<file path="src/hdl/i2crts_pkg.sv">
// shared types, codes and bcd helpers for the rtc time transfer sequencer
package i2crts_pkg;

    localparam int TIME_BYTES = 3;
    localparam int CNT_W      = $clog2(TIME_BYTES + 1);
    localparam int IDX_W      = (TIME_BYTES > 1) ? $clog2(TIME_BYTES) : 1;

    localparam int CMD_W    = 2;
    localparam int ACTION_W = 3;
    localparam int S_DATA_W = 40;
    localparam int M_DATA_W = 40;

    localparam logic [7:0] STATUS_MASK    = 8'hFC;
    localparam logic [7:0] ST_START       = 8'h08;
    localparam logic [7:0] ST_RESTART     = 8'h10;
    localparam logic [7:0] ST_ADDR_W_ACK  = 8'h18;
    localparam logic [7:0] ST_DATA_W_ACK  = 8'h28;
    localparam logic [7:0] ST_ADDR_R_ACK  = 8'h40;
    localparam logic [7:0] ST_DATA_R_ACK  = 8'h50;
    localparam logic [7:0] ST_DATA_R_NACK = 8'h58;

    localparam logic [7:0] DEV_ADDR_WR = 8'hD0;
    localparam logic [7:0] DEV_ADDR_RD = 8'hD1;
    localparam logic [7:0] REG_PTR     = 8'h00;

    typedef enum logic [CMD_W-1:0] {
        CMD_WRITE = 2'd0,
        CMD_READ  = 2'd1,
        CMD_EVENT = 2'd2
    } t_cmd;

    typedef enum logic [ACTION_W-1:0] {
        ACT_NONE    = 3'd0,
        ACT_START   = 3'd1,
        ACT_SEND    = 3'd2,
        ACT_RESTART = 3'd3,
        ACT_STOP    = 3'd4,
        ACT_ACK     = 3'd5,
        ACT_NACK    = 3'd6
    } t_action;

    typedef struct packed {
        logic [CMD_W-1:0] command;
        logic [6:0]       set_seconds;
        logic [6:0]       set_minutes;
        logic [6:0]       set_hours;
        logic [7:0]       bus_status;
        logic [7:0]       rx_byte;
    } t_item;

    typedef struct packed {
        t_action    bus_action;
        logic [7:0] tx_byte;
        logic       busy_res;
        logic       rejected;
        logic       time_valid;
        logic [7:0] seconds_out;
        logic [7:0] minutes_out;
        logic [7:0] hours_out;
    } t_result;

    // divide by ten as multiply by 205 and shift, exact below 1029
    function automatic logic [7:0] to_bcd(input logic [6:0] d);
        logic [14:0] p;
        logic [3:0]  t;
        logic [6:0]  o;
        p = 15'(d) * 15'd205;
        t = p[14:11];
        o = d - 7'(7'(t) * 7'd10);
        return {t, o[3:0]};
    endfunction

    function automatic logic [7:0] from_bcd(input logic [7:0] v);
        return 8'({4'b0, v[7:4]} * 8'd10) + {4'b0, v[3:0]};
    endfunction

endpackage

</file>
<file path="src/hdl/i2crts_seq.sv">
// transfer state, byte stores and next bus action for one word
module i2crts_seq (
    input  logic                i_clk,
    input  logic                i_rst_n,
    input  logic                i_acc,
    input  i2crts_pkg::t_item   i_item,
    output i2crts_pkg::t_result o_res
);

    typedef enum logic [1:0] {
        MODE_IDLE  = 2'd0,
        MODE_WRITE = 2'd1,
        MODE_READ  = 2'd2
    } t_mode;

    t_mode                        r_mode, n_mode;
    logic [i2crts_pkg::CNT_W-1:0] r_sent, n_sent;
    logic [i2crts_pkg::CNT_W-1:0] r_recv, n_recv;
    logic [7:0]                   r_send_store [i2crts_pkg::TIME_BYTES];
    logic [7:0]                   r_recv_store [i2crts_pkg::TIME_BYTES];
    logic                         load_send;
    logic                         store_rx;
    logic [7:0]                   status;
    logic [7:0]                   time_vals [3];

    assign status = i_item.bus_status & i2crts_pkg::STATUS_MASK;

    // decoded time bytes, zero for slots past the store depth
    always_comb begin
        for (int i = 0; i < 3; i++) begin
            time_vals[i] = 8'd0;
            if (i < i2crts_pkg::TIME_BYTES) begin
                time_vals[i] = i2crts_pkg::from_bcd(r_recv_store[i]);
            end
        end
    end

    always_comb begin
        n_mode    = r_mode;
        n_sent    = r_sent;
        n_recv    = r_recv;
        load_send = 1'b0;
        store_rx  = 1'b0;
        o_res     = '0;
        o_res.bus_action = i2crts_pkg::ACT_NONE;
        case (i2crts_pkg::t_cmd'(i_item.command))
            i2crts_pkg::CMD_WRITE, i2crts_pkg::CMD_READ: begin
                if (r_mode != MODE_IDLE) begin
                    o_res.rejected = 1'b1;
                end else begin
                    o_res.bus_action = i2crts_pkg::ACT_START;
                    if (i_item.command == i2crts_pkg::CMD_WRITE) begin
                        n_mode    = MODE_WRITE;
                        load_send = 1'b1;
                    end else begin
                        n_mode = MODE_READ;
                    end
                end
            end
            i2crts_pkg::CMD_EVENT: begin
                case (status)
                    i2crts_pkg::ST_START: begin
                        if (r_mode == MODE_WRITE || r_mode == MODE_READ) begin
                            o_res.bus_action = i2crts_pkg::ACT_SEND;
                            o_res.tx_byte    = i2crts_pkg::DEV_ADDR_WR;
                        end
                    end
                    i2crts_pkg::ST_RESTART: begin
                        if (r_mode == MODE_READ) begin
                            o_res.bus_action = i2crts_pkg::ACT_SEND;
                            o_res.tx_byte    = i2crts_pkg::DEV_ADDR_RD;
                        end
                    end
                    i2crts_pkg::ST_ADDR_W_ACK: begin
                        o_res.bus_action = i2crts_pkg::ACT_SEND;
                        o_res.tx_byte    = i2crts_pkg::REG_PTR;
                    end
                    i2crts_pkg::ST_DATA_W_ACK: begin
                        if (r_mode == MODE_WRITE) begin
                            if (r_sent < i2crts_pkg::CNT_W'(i2crts_pkg::TIME_BYTES)) begin
                                o_res.bus_action = i2crts_pkg::ACT_SEND;
                                o_res.tx_byte    =
                                    r_send_store[r_sent[i2crts_pkg::IDX_W-1:0]];
                                n_sent = r_sent + i2crts_pkg::CNT_W'(1);
                            end else begin
                                o_res.bus_action = i2crts_pkg::ACT_STOP;
                                n_mode = MODE_IDLE;
                                n_sent = '0;
                            end
                        end else if (r_mode == MODE_READ) begin
                            o_res.bus_action = i2crts_pkg::ACT_RESTART;
                        end
                    end
                    i2crts_pkg::ST_ADDR_R_ACK: begin
                        o_res.bus_action = i2crts_pkg::ACT_ACK;
                    end
                    i2crts_pkg::ST_DATA_R_ACK: begin
                        if (r_recv < i2crts_pkg::CNT_W'(i2crts_pkg::TIME_BYTES)) begin
                            store_rx = 1'b1;
                            n_recv   = r_recv + i2crts_pkg::CNT_W'(1);
                            o_res.bus_action = i2crts_pkg::ACT_ACK;
                        end else begin
                            // extra byte past the kept ones ends the read
                            if (r_mode == MODE_READ) begin
                                o_res.time_valid  = 1'b1;
                                o_res.seconds_out = time_vals[0];
                                o_res.minutes_out = time_vals[1];
                                o_res.hours_out   = time_vals[2];
                            end
                            n_mode = MODE_IDLE;
                            n_recv = '0;
                            o_res.bus_action = i2crts_pkg::ACT_NACK;
                        end
                    end
                    i2crts_pkg::ST_DATA_R_NACK: begin
                        o_res.bus_action = i2crts_pkg::ACT_STOP;
                    end
                    default: begin
                    end
                endcase
            end
            default: begin
            end
        endcase
        o_res.busy_res = (n_mode != MODE_IDLE);
    end

    always_ff @(posedge i_clk) begin
        if (!i_rst_n) begin
            r_mode <= MODE_IDLE;
            r_sent <= '0;
            r_recv <= '0;
        end else if (i_acc) begin
            r_mode <= n_mode;
            r_sent <= n_sent;
            r_recv <= n_recv;
        end
    end

    always_ff @(posedge i_clk) begin
        if (i_acc && load_send) begin
            for (int i = 0; i < 3; i++) begin
                if (i < i2crts_pkg::TIME_BYTES) begin
                    case (i)
                        0:       r_send_store[i] <= i2crts_pkg::to_bcd(i_item.set_seconds);
                        1:       r_send_store[i] <= i2crts_pkg::to_bcd(i_item.set_minutes);
                        default: r_send_store[i] <= i2crts_pkg::to_bcd(i_item.set_hours);
                    endcase
                end
            end
        end
        if (i_acc && store_rx) begin
            r_recv_store[r_recv[i2crts_pkg::IDX_W-1:0]] <= i_item.rx_byte;
        end
    end

endmodule

</file>
<file path="src/hdl/i2c_rtc_time_transfer_sequencer_core.sv">
// top level of the rtc time transfer sequencer with stream handshake
//
//  side    group               content
//  in      i_s_* / o_s_tready  command (tuser), time values, bus status, rx byte
//  out     o_m_* / i_m_tready  bus action, tx byte, flags, decoded time
//
// one word per cycle while the output is not stalled; each accepted word gives its result
// in the next cycle from the output register, set by the single state update per word
// a new word is taken while the output register is empty or being drained
// synchronous active-low reset returns to idle with counters cleared
module i2c_rtc_time_transfer_sequencer_core (
    input  logic                              i_clk,
    input  logic                              i_rst_n,
    input  logic                              i_s_tvalid,
    output logic                              o_s_tready,
    // set_seconds[6:0], set_minutes[13:7], set_hours[20:14], bus_status[28:21],
    // rx_byte[36:29], zero pad [39:37]
    input  logic [i2crts_pkg::S_DATA_W-1:0]   i_s_tdata,
    // command[1:0]
    input  logic [i2crts_pkg::CMD_W-1:0]      i_s_tuser,
    output logic                              o_m_tvalid,
    input  logic                              i_m_tready,
    // bus_action[2:0], tx_byte[10:3], busy_res[11], rejected[12], time_valid[13],
    // seconds_out[21:14], minutes_out[29:22], hours_out[37:30], zero pad [39:38]
    output logic [i2crts_pkg::M_DATA_W-1:0]   o_m_tdata
);

    logic                            acc;
    i2crts_pkg::t_item               item;
    i2crts_pkg::t_result             res;
    logic                            r_m_valid;
    logic [i2crts_pkg::M_DATA_W-1:0] r_m_data;

    assign o_s_tready = !r_m_valid || i_m_tready;
    assign acc        = i_s_tvalid && o_s_tready;

    assign item.command     = i_s_tuser;
    assign item.set_seconds = i_s_tdata[6:0];
    assign item.set_minutes = i_s_tdata[13:7];
    assign item.set_hours   = i_s_tdata[20:14];
    assign item.bus_status  = i_s_tdata[28:21];
    assign item.rx_byte     = i_s_tdata[36:29];

    i2crts_seq u_seq (
        .i_clk   (i_clk),
        .i_rst_n (i_rst_n),
        .i_acc   (acc),
        .i_item  (item),
        .o_res   (res)
    );

    always_ff @(posedge i_clk) begin
        if (!i_rst_n) begin
            r_m_valid <= 1'b0;
        end else if (o_s_tready) begin
            r_m_valid <= i_s_tvalid;
        end
    end

    always_ff @(posedge i_clk) begin
        if (acc) begin
            r_m_data <= {2'b0, res.hours_out, res.minutes_out, res.seconds_out,
                         res.time_valid, res.rejected, res.busy_res, res.tx_byte,
                         res.bus_action};
        end
    end

    assign o_m_tvalid = r_m_valid;
    assign o_m_tdata  = r_m_data;

endmodule

</file>
<file path="config.mk">
export PLATFORM = sky130hd
export DESIGN_NAME = i2c_rtc_time_transfer_sequencer_core
export DESIGN_NICKNAME = d
export VERILOG_FILES = /design/src/hdl/i2crts_pkg.sv /design/src/hdl/i2crts_seq.sv /design/src/hdl/i2c_rtc_time_transfer_sequencer_core.sv
export SDC_FILE = /design/constraint.sdc
export NUM_CORES = 1
export LEC_CHECK = 0
export ABC_AREA = 1
export BUFFER_PORTS_ARGS = -buffer_cell sky130_fd_sc_hd__buf_4
export CAP_MARGIN = 40
export CORE_MARGIN = 8
export CORE_UTILIZATION = 60
export CTS_CLUSTER_SIZE = 25
export DETAILED_ROUTE_END_ITERATION = 8
export GPL_TIMING_DRIVEN = 0
export PLACE_DENSITY = 0.91
export SLEW_MARGIN = 0
export SYNTH_ARGS = -nofsm -noshare
export SYNTH_HDL_FRONTEND = slang
export SYNTH_HIERARCHICAL = 1
export SYNTH_SLANG_ARGS = --single-unit
</file>
<file path="constraint.sdc">
create_clock -name i_clk -period 11.5 [get_ports i_clk]
set_input_delay 0 -clock i_clk [delete_from_list [all_inputs] [get_ports i_clk]]
set_output_delay 0 -clock i_clk [all_outputs]
set_load 0.1 [all_outputs]
</file>
Word level (Yosys, flattened, before mapping)
Memory sizes are Yosys's and may differ from the RTL's. A register that Yosys moved wholly into a read port is not among the register bits.
Cells that the tools add are included.
- reductions and logical operators: 14
- $add $sub $neg: 8
- multiplexer cells: 35
- magnitude comparators: 2
- equality and inequality tests: 11
- multipliers: 9
- bitwise gates (word level): 3
- operator list (cell ; number):
    $mul 7x8->15 const B ; 3
    $mux 25 ; 1
    $add 8x4->8 ; 3
    $pmux 8 s3 ; 1
    $mux 2 ; 11
    $mul 4x3->7 const B ; 3
    $pmux 3 s7 ; 1
    $mux 10 ; 2
    $eq 6x5->1 const B ; 3
    $mux 8 ; 2
    $eq 6x3->1 const B ; 2
    $mul 4x3->3 const B ; 3
    $mux 1 ; 12
    $sub 4x4->4 ; 3
    $pmux 2 s2 ; 2
    $eq 6x2->1 const B ; 1
    $eq 6x4->1 const B ; 1
    $mux 3 ; 2
    $pmux 3 s2 ; 1
    $add 2x1->2 const B ; 2
    $eq 2x1->1 const B ; 2
    $eq 2x2->1 const B ; 2
    $lt 2x2->1 const B ; 2
    $reduce_and 4->1 ; 1
    10 further kinds ; 16
- memory bits (writable): 48
- output and inout port bits: 42
- input bits: 46
- register bits after elaboration: 45
- memories kept: 2
- word-level logic and storage cells: 93
- memory list (name ; depth ; width ; rd ports ; clocked after memory_dff ; write ports ; RTL line ; RTL):
    u_seq.r_recv_store ; 3 ; 8 ; 3 ; 0 ; 1 ; i2crts_seq.sv:20 ; logic [7:0] r_recv_store [i2crts_pkg::TIME_BYTES];
    u_seq.r_send_store ; 3 ; 8 ; 1 ; 1 ; 3 ; i2crts_seq.sv:19 ; logic [7:0] r_send_store [i2crts_pkg::TIME_BYTES];

Depth between registers and ports, before layout
Gate-level depths: netlist of run 1.
- depth after elaboration: 7
- gate-level depth with buffers: 25
- gate-level depth less buffers: 25

Hierarchy
The synthesis of run 1 kept the hierarchy.
- by module, submodules not included (module ; instances ; seq. area each (um^2) ; cells each ; area each (um^2)):
    i2crts_seq ; 1 ; 1601.5 ; 721 ; 6168.4
    i2c_rtc_time_transfer_sequencer_core ; 1 ; 1161.1 ; 48 ; 1211.2

Worst setup path before layout of run 1
OpenSTA, ideal clock, no wires.
- path kind: flip-flop to flip-flop
- start: register r_m_valid, in the netlist o_m_tvalid
- end: memory u_seq.r_send_store[0][0] (enable)
- buffers on the path: 0
- required time: 11.060 ns
- path slack: 6.083 ns
- arrival time: 4.977 ns
- clock period less this slack: 5.417 ns
- cell stages (with the launch flop): 4
- setup time: 0.440 ns
- cell sequence: dfxtp_1 -> a21oi_1 -> inv_1 -> nor3_1
- RTL lines (item ; RTL line ; RTL):
    from (decl) ; i2c_rtc_time_transfer_sequencer_core.sv:31 ; logic r_m_valid;
    from (signal assigned) ; i2c_rtc_time_transfer_sequencer_core.sv:56 ; r_m_valid <= i_s_tvalid;
    to (decl) ; i2crts_seq.sv:19 ;

==> impl_metrics.yaml, run 1 <==
run_status:
  outcome: "complete, no violations"
power:
  p_seq_share_pct: 35.3
  p_sw_mw: 0.426
  internal_power_consumption_mw: 0.737
  worst_ir_drop_vdd_mv: 0.0892
  power-per-cell-area_mw_per_mm2: 134
  power_frac_clock_pct: 27.5
  leakage_nw: 4.38
  comb_power_share_pct: 37.1
  power.switching_fraction_pct: 36.6
logic_synthesis:
  synthesis.instances: 769
  yosys_register_bits: 95
  synth_sequential_area_ratio_pct: 37.4
  synth_flop_cell: "edfxtp_1"
  synth-async-reset-ratio_pct: 0
  syn_area_sq_mm: 0.00738
  synthTopCellsByArea: "edfxtp_1 35%, ha_1 23%, fa_1 9.0%"
  synth_top_cell_by_area: "edfxtp_1"
  synth-edff-count: 86
  yosysWarningCount: 6
  yosys.area.top_type_share_pct: 35.0
  synth.lib_cells_used.distinct: 38
  synthesis.area_per_instance_sq_um: 9.60
die:
  floorplan.io_pins: 88
  die_area_sq_mm: 0.0161
  core_area_sq_mm: 0.0120
  starting_density_of_the_core_pct: 61.4
  floorplan.die.width_microns: 127
  floorplan.rows: 40
  floorplan.die.height_microns: 127
detailed_routing:
  antenna_violating_nets_post_route: 0
  detail_route.wl_per_cell_microns: 16.7
  drt_pre_antenna_iters: 5
  viasPerCell: 5.60
  route.vias.total: 5777
  remaining_drc_errors: 0
  detail_route.wirelength_microns: 17200
  drt_iter0_markers: 520
finish:
  final_design_area_no_fill_sq_mm: 0.00870
  syn2layout_area_growth_pct: 17.9
  final_layout_size_suffix_gt1_share_pct: 14.2
  num-nets-final: 1093
  mostFrequentLayoutCells: "154 x inv_1, 134 x ha_1, 131 x nand2_1"
  num_antenna_cells: 0
  layout_commonest_cell: "inv_1"
sta:
  tightestPinTransition_ns: 0.796
  setup_viol: 0
  final_critical_delay_including_setup_and_external_delays_ns: 3.78
  timing.fmax_ghz: 0.264
  min_period_over_period_pct: 32.9
  timing.slew.headroom_pct: 46.8
  clock-skew-final_ns: 0.0140
  final-max-slew-violation-count: 0
  hold_violations: 0
  setup-tns-final_ns: 0
  grt_setup_unrepaired: "no"
  hold_slack_ns: 0.0439
cts:
  clk_pin_slew_worst_paths_ns: 0.07
  post_cts_resize_count: 0
  post_cts_hold_buffer_count: 16
  ctsLongestPathBuffers: 2
  post-cts-setup-buffers: 0
  cts_max_level: 3
  clk-insertion-delay-late_ns: 0.35
  clkSinkCount: 95
  cts_tree: "done"
  cts.root.buffer_cell: "clkbuf_16"
  cts_buf_count: 9
placement:
  place.port_buffers: 80
  place.gp.congestion: 0.849
  dp.final_hpwl_microns: 12400
  dpl-instance-area_sq_mm: 0.00823
critical_path:
  cpPeakStageDelay_ns: 0.50
  slowest_stage: "fa_1"
  timing.critical_path.from_type: "input pin"
  critical_path.max_fanout: 4
  r2r_slack_ns: 8.96
  cpMostUsedCell: "nand2_1"
  crit_type: "input pin to flop"
  cp.required_ns: 11.60
  crit_buf_inv: 6
  timing.critical_path.max_delay_family: "adder cells"
  worstPathArrival_ns: 3.88
  end_kind: "flop"
global_routing:
  grt_pass1_wl_microns: 28400
  grt_max_degree: 22
  vias_in_the_first_global_route: 6105
  grt_antenna_before_repair: 0
  gr-total-overflow: 0
  gr-usage-all-layers_pct: 21.7
  grt_use_met1_pct: 23.9
  grt_util_met2_pct: 39.4
  grt_use_met3_pct: 3.64
  layer_with_the_highest_usage_after_global_routing: "met2"
hold_path:
  min_path_type: "input pin to flop"
run:
  max_cap_violations: 0
worst register-to-register path: stages, from the launching register on:
cell,delay (ns)
edfxtp_1,0.45
ha_1,0.33
ha_1,0.23
fa_1,0.49
inv_1,0.07
nor2_1,0.14
inv_1,0.08
or2_2,0.30
o21a_1,0.21
through the flow:
stage	total power, mW	setup slack [ns]	instances	utilization, %
3_5_place_dp	0.839	7.43	1000	68.5
2_1_floorplan	0.735	6.08	770	-
5_1_grt	1.24	7.50	1032	72.5
4_1_cts	1.16	7.75	1032	72.5
6_report	1.16	7.72	1032	72.5
3_3_place_gp	0.811	5.17	997	68.0
cell families (layout without fill, tap and decap cells):
| family | after synthesis | count (layout) | share of synthesized area (%) |
|---|---|---|---|
| and+or+nand+nor | 263 | 263 | 15.5 |
| adders and majority gates | 167 | 167 | 31.7 |
| buffers and inverters | 164 | 279 | 8.58 |
| DFF | 95 | 95 | 37.4 |
| AOI/OAI and AO/OA | 62 | 62 | 4.76 |
| xor gates and xnor gates | 17 | 17 | 2.02 |
| other | 1 | 2 | 0.0508 |
final cells by class:
class                           count  area (sq um)
Sequential cell                    95          2760
Clock buffer                        9           225
Timing Repair Buffer               99           807
Multi-Input combinational cell    511          4000
Buffer                              7          43.8
Fill cell                         810          3310
Clock inverter                      7          87.6
Inverter                          157           589
Tap cell                          147           184
metal layers:
layer,vias up,routed length (microns),share of wire [%]
met3,56,943,5.5
li1,2736,-,-
met2,258,8830,51
met5,-,0,0
met4,0,692,4.0
met1,2727,6740,39
cell usage after synthesis (all sizes together), types with 7 or more instances:
master,count
inv,157
nand2,135
ha,134
edfxtp,86
nor2,68
a21oi,37
fa,33
nand3,32
o21ai,14
xnor2,11
dfxtp,9
nor3,9
nand4,7
power by group through the flow:
stage,sequential (mW),clock [mW],combinational (mW)
2_1_floorplan,0.466,0,0.269
3_3_place_gp,0.418,0,0.393
6_report,0.411,0.320,0.432
5_1_grt,0.412,0.335,0.496
4_1_cts,0.411,0.317,0.431
3_5_place_dp,0.418,0,0.420
final timing paths:
path,from,end,depth (start not counted)
max,i_s_tdata[18],u_seq/r_send_store[2][3],25
min,i_s_tdata[9],u_seq/r_send_store[1][2],2
max reg2reg,u_seq/r_recv_store[1][5],o_m_tdata[29],8
min reg2reg,u_seq/r_recv_store[2][0],o_m_tdata[30],2
flip-flops by register name (all words and copies together), names as in the netlist, named ones only:
register,flops
u_seq/r_recv_store,24
u_seq/r_send_store,24
u_seq/r_sent,2
u_seq/r_recv,2
o_m_tdata,38
u_seq/r_mode,2
o_m_tvalid,1
Note: power is estimated with default switching activity, not from simulation.
==> run 2: changes to the inputs <==
--- a/config.mk
+++ b/config.mk
@@ -9,11 +9,11 @@
 export BUFFER_PORTS_ARGS = -buffer_cell sky130_fd_sc_hd__buf_4
 export CAP_MARGIN = 40
 export CORE_MARGIN = 8
-export CORE_UTILIZATION = 60
+export CORE_UTILIZATION = 54
 export CTS_CLUSTER_SIZE = 25
 export DETAILED_ROUTE_END_ITERATION = 8
 export GPL_TIMING_DRIVEN = 0
-export PLACE_DENSITY = 0.91
+export PLACE_DENSITY = 0.87
 export SLEW_MARGIN = 0
 export SYNTH_ARGS = -nofsm -noshare
 export SYNTH_HDL_FRONTEND = slang
==> constraint.sdc (replaced) <==
create_clock -name i_clk -period 3.15 [get_ports i_clk]
set_input_delay 0 -clock i_clk [delete_from_list [all_inputs] [get_ports i_clk]]
set_output_delay 0 -clock i_clk [all_outputs]
set_load 0.1 [all_outputs]
==> run 2 against run 1 <==
Register-to-register slack got worse by 8.3 ns; sequential share of layout area shrank 4.5 points; total power grew to 4.9 times the previous value; the flow now finishes with violations (negative setup slack); critical endpoint unchanged; sequential power rose to 3.6 times the previous value.
==> impl_metrics.yaml, run 2 (synthesized netlist as in run 1, its figures left out) <==
critical_path:
  crit_type: "input pin to flop"
  worstPathArrival_ns: 3.80
  critical_path.max_fanout: 3
  crit_buf_inv: 6
  timing.critical_path.from_type: "input pin"
  cpPeakStageDelay_ns: 0.53
  timing.critical_path.max_delay_family: "adder cells"
  end_kind: "flop"
  slowest_stage: "fa_1"
  cpMostUsedCell: "nand2_2"
  cp.required_ns: 3.26
sta:
  layout_setup_ws_ns: -0.536
  tightestPinTransition_ns: 0.731
  grt_setup_unrepaired: "yes"
  hold_violations: 0
  clock-skew-final_ns: 0.0119
  timing.slew.headroom_pct: 51.1
  final-max-slew-violation-count: 0
  timing.fmax_ghz: 0.271
  min_period_over_period_pct: 117
  final_critical_delay_including_setup_and_external_delays_ns: 3.69
  setup_viol: 8
power:
  leakage_nw: 4.79
  totalPowerFinal_mw: 5.69
  power-per-cell-area_mw_per_mm2: 560
  worst_ir_drop_vdd_mv: 0.338
die:
  die_area_sq_mm: 0.0177
  floorplan.die.width_microns: 133
  floorplan.io_pins: 88
  floorplan.rows: 42
  starting_density_of_the_core_pct: 55.5
  floorplan.die.height_microns: 133
  core_area_sq_mm: 0.0133
cts:
  cts.root.buffer_cell: "clkbuf_16"
  clk-insertion-delay-late_ns: 0.35
  ctsLongestPathBuffers: 2
  clk_pin_slew_worst_paths_ns: 0.08
  cts_max_level: 3
  clkSinkCount: 95
  cts_buf_count: 9
  cts_tree: "done"
global_routing:
  grt_max_degree: 26
  grt_pass1_wl_microns: 30300
  gr-total-overflow: 0
  vias_in_the_first_global_route: 6460
  gr-usage-all-layers_pct: 21.0
  grt_antenna_before_repair: 0
finish:
  mostFrequentLayoutCells: "132 x inv_1, 121 x buf_4, 96 x nand2_1"
  final_design_area_no_fill_sq_mm: 0.0102
  largest_register_ff_count: 38
  syn2layout_area_growth_pct: 37.6
  final_layout_size_suffix_gt1_share_pct: 33.6
  layout_commonest_cell: "inv_1"
  num-nets-final: 1156
  num_antenna_cells: 0
detailed_routing:
  antenna_violating_nets_post_route: 0
  detail_route.wirelength_microns: 21300
  route.vias.total: 6317
  detail_route.wl_per_cell_microns: 19.0
  drt_iter0_markers: 469
  remaining_drc_errors: 0
  viasPerCell: 5.62
  drt_pre_antenna_iters: 5
placement:
  place.port_buffers: 80
  place.gp.congestion: 0.875
  dp.final_hpwl_microns: 12300
  dpl-instance-area_sq_mm: 0.00854
run_status:
  outcome: "finished, violations left"
  failed_checks: "negative setup slack"
run:
  max_cap_violations: 0
hold_path:
  min_path_type: "input pin to flop"
## run 2: cell count changes in the layout (fill, tap and decap cells not counted), sizes merged
cell    delta
bufinv     -1
inv        -2
buf       +63
clkinv     +3
## run 2: cell type report
type	count	area [sq um]
clock buffer	9	225
buffer	7	43.8
sequential	95	2760
clock inverter	7	55.1
multi-input combinational	511	4840
tap	176	220
fill	724	3140
timing repair buffer	162	1420
inverter	157	592
## run 2: metal layers
metal  GRT usage, %  vias up  wire length, microns
met5              0        -                     0
met1           22.1     2992                  7500
li1               -     2861                     -
met2           39.5      342                 11000
met4           8.96        0                  1330
met3           4.16      122                  1480
## run 2: power breakdown
group	switching, mW	internal [mW]	leakage, nW
clock network	0.502	0.543	0.132
registers	0.0229	1.48	0.892
logic	1.67	1.47	3.77
## run 2: worst reg2reg max path, delay by kind of cell (launching register included)
family | cells | cell delay, ns
AOI/OAI and AO/OA | 1 | 0.59
DFF | 1 | 0.36
and+or+nand+nor | 4 | 1.17
## run 2: what timing repair did
action                                  in CTS  in global routing
endpoints found under the hold margin       38                  0
endpoints found under the setup margin       5                 12
hold buffers                                16                  0
setup buffers                               50                 23
gates resized for setup                     55                 93
pin swaps                                   55                 55
## run 2: metrics by stage
| step | utilization, % | hold WS, ns | cells | setup TNS (ns) | setup slack, ns |
|---|---|---|---|---|---|
| finish | 76.4 | 0.0859 | 1124 | -1.65 | -0.536 |
| global route | 76.4 | 0.0955 | 1124 | -2.49 | -0.570 |
| CTS | 72.4 | 0.0737 | 1110 | -0.484 | -0.225 |
| detailed placement | 64.3 | 0.215 | 1028 | -3.04 | -0.763 |
| global placement | 63.9 | 0.206 | 1026 | -2.63 | -0.662 |
| floorplan | - | 0.0989 | 770 | -0.820 | -0.309 |
## run 2: worst paths after layout
kind / startpoint / to / slack, ns / depth (start not counted)
setup / recovery: i_s_tdata[18] / u_seq/r_send_store[2][3] / -0.54 / 25
hold / removal: i_s_tdata[9] / u_seq/r_send_store[1][2] / 0.09 / 2
setup reg to reg: o_m_tvalid / u_seq/r_recv_store[1][5] / 0.67 / 5
hold reg to reg: u_seq/r_recv_store[1][0] / o_m_tdata[22] / 0.56 / 2
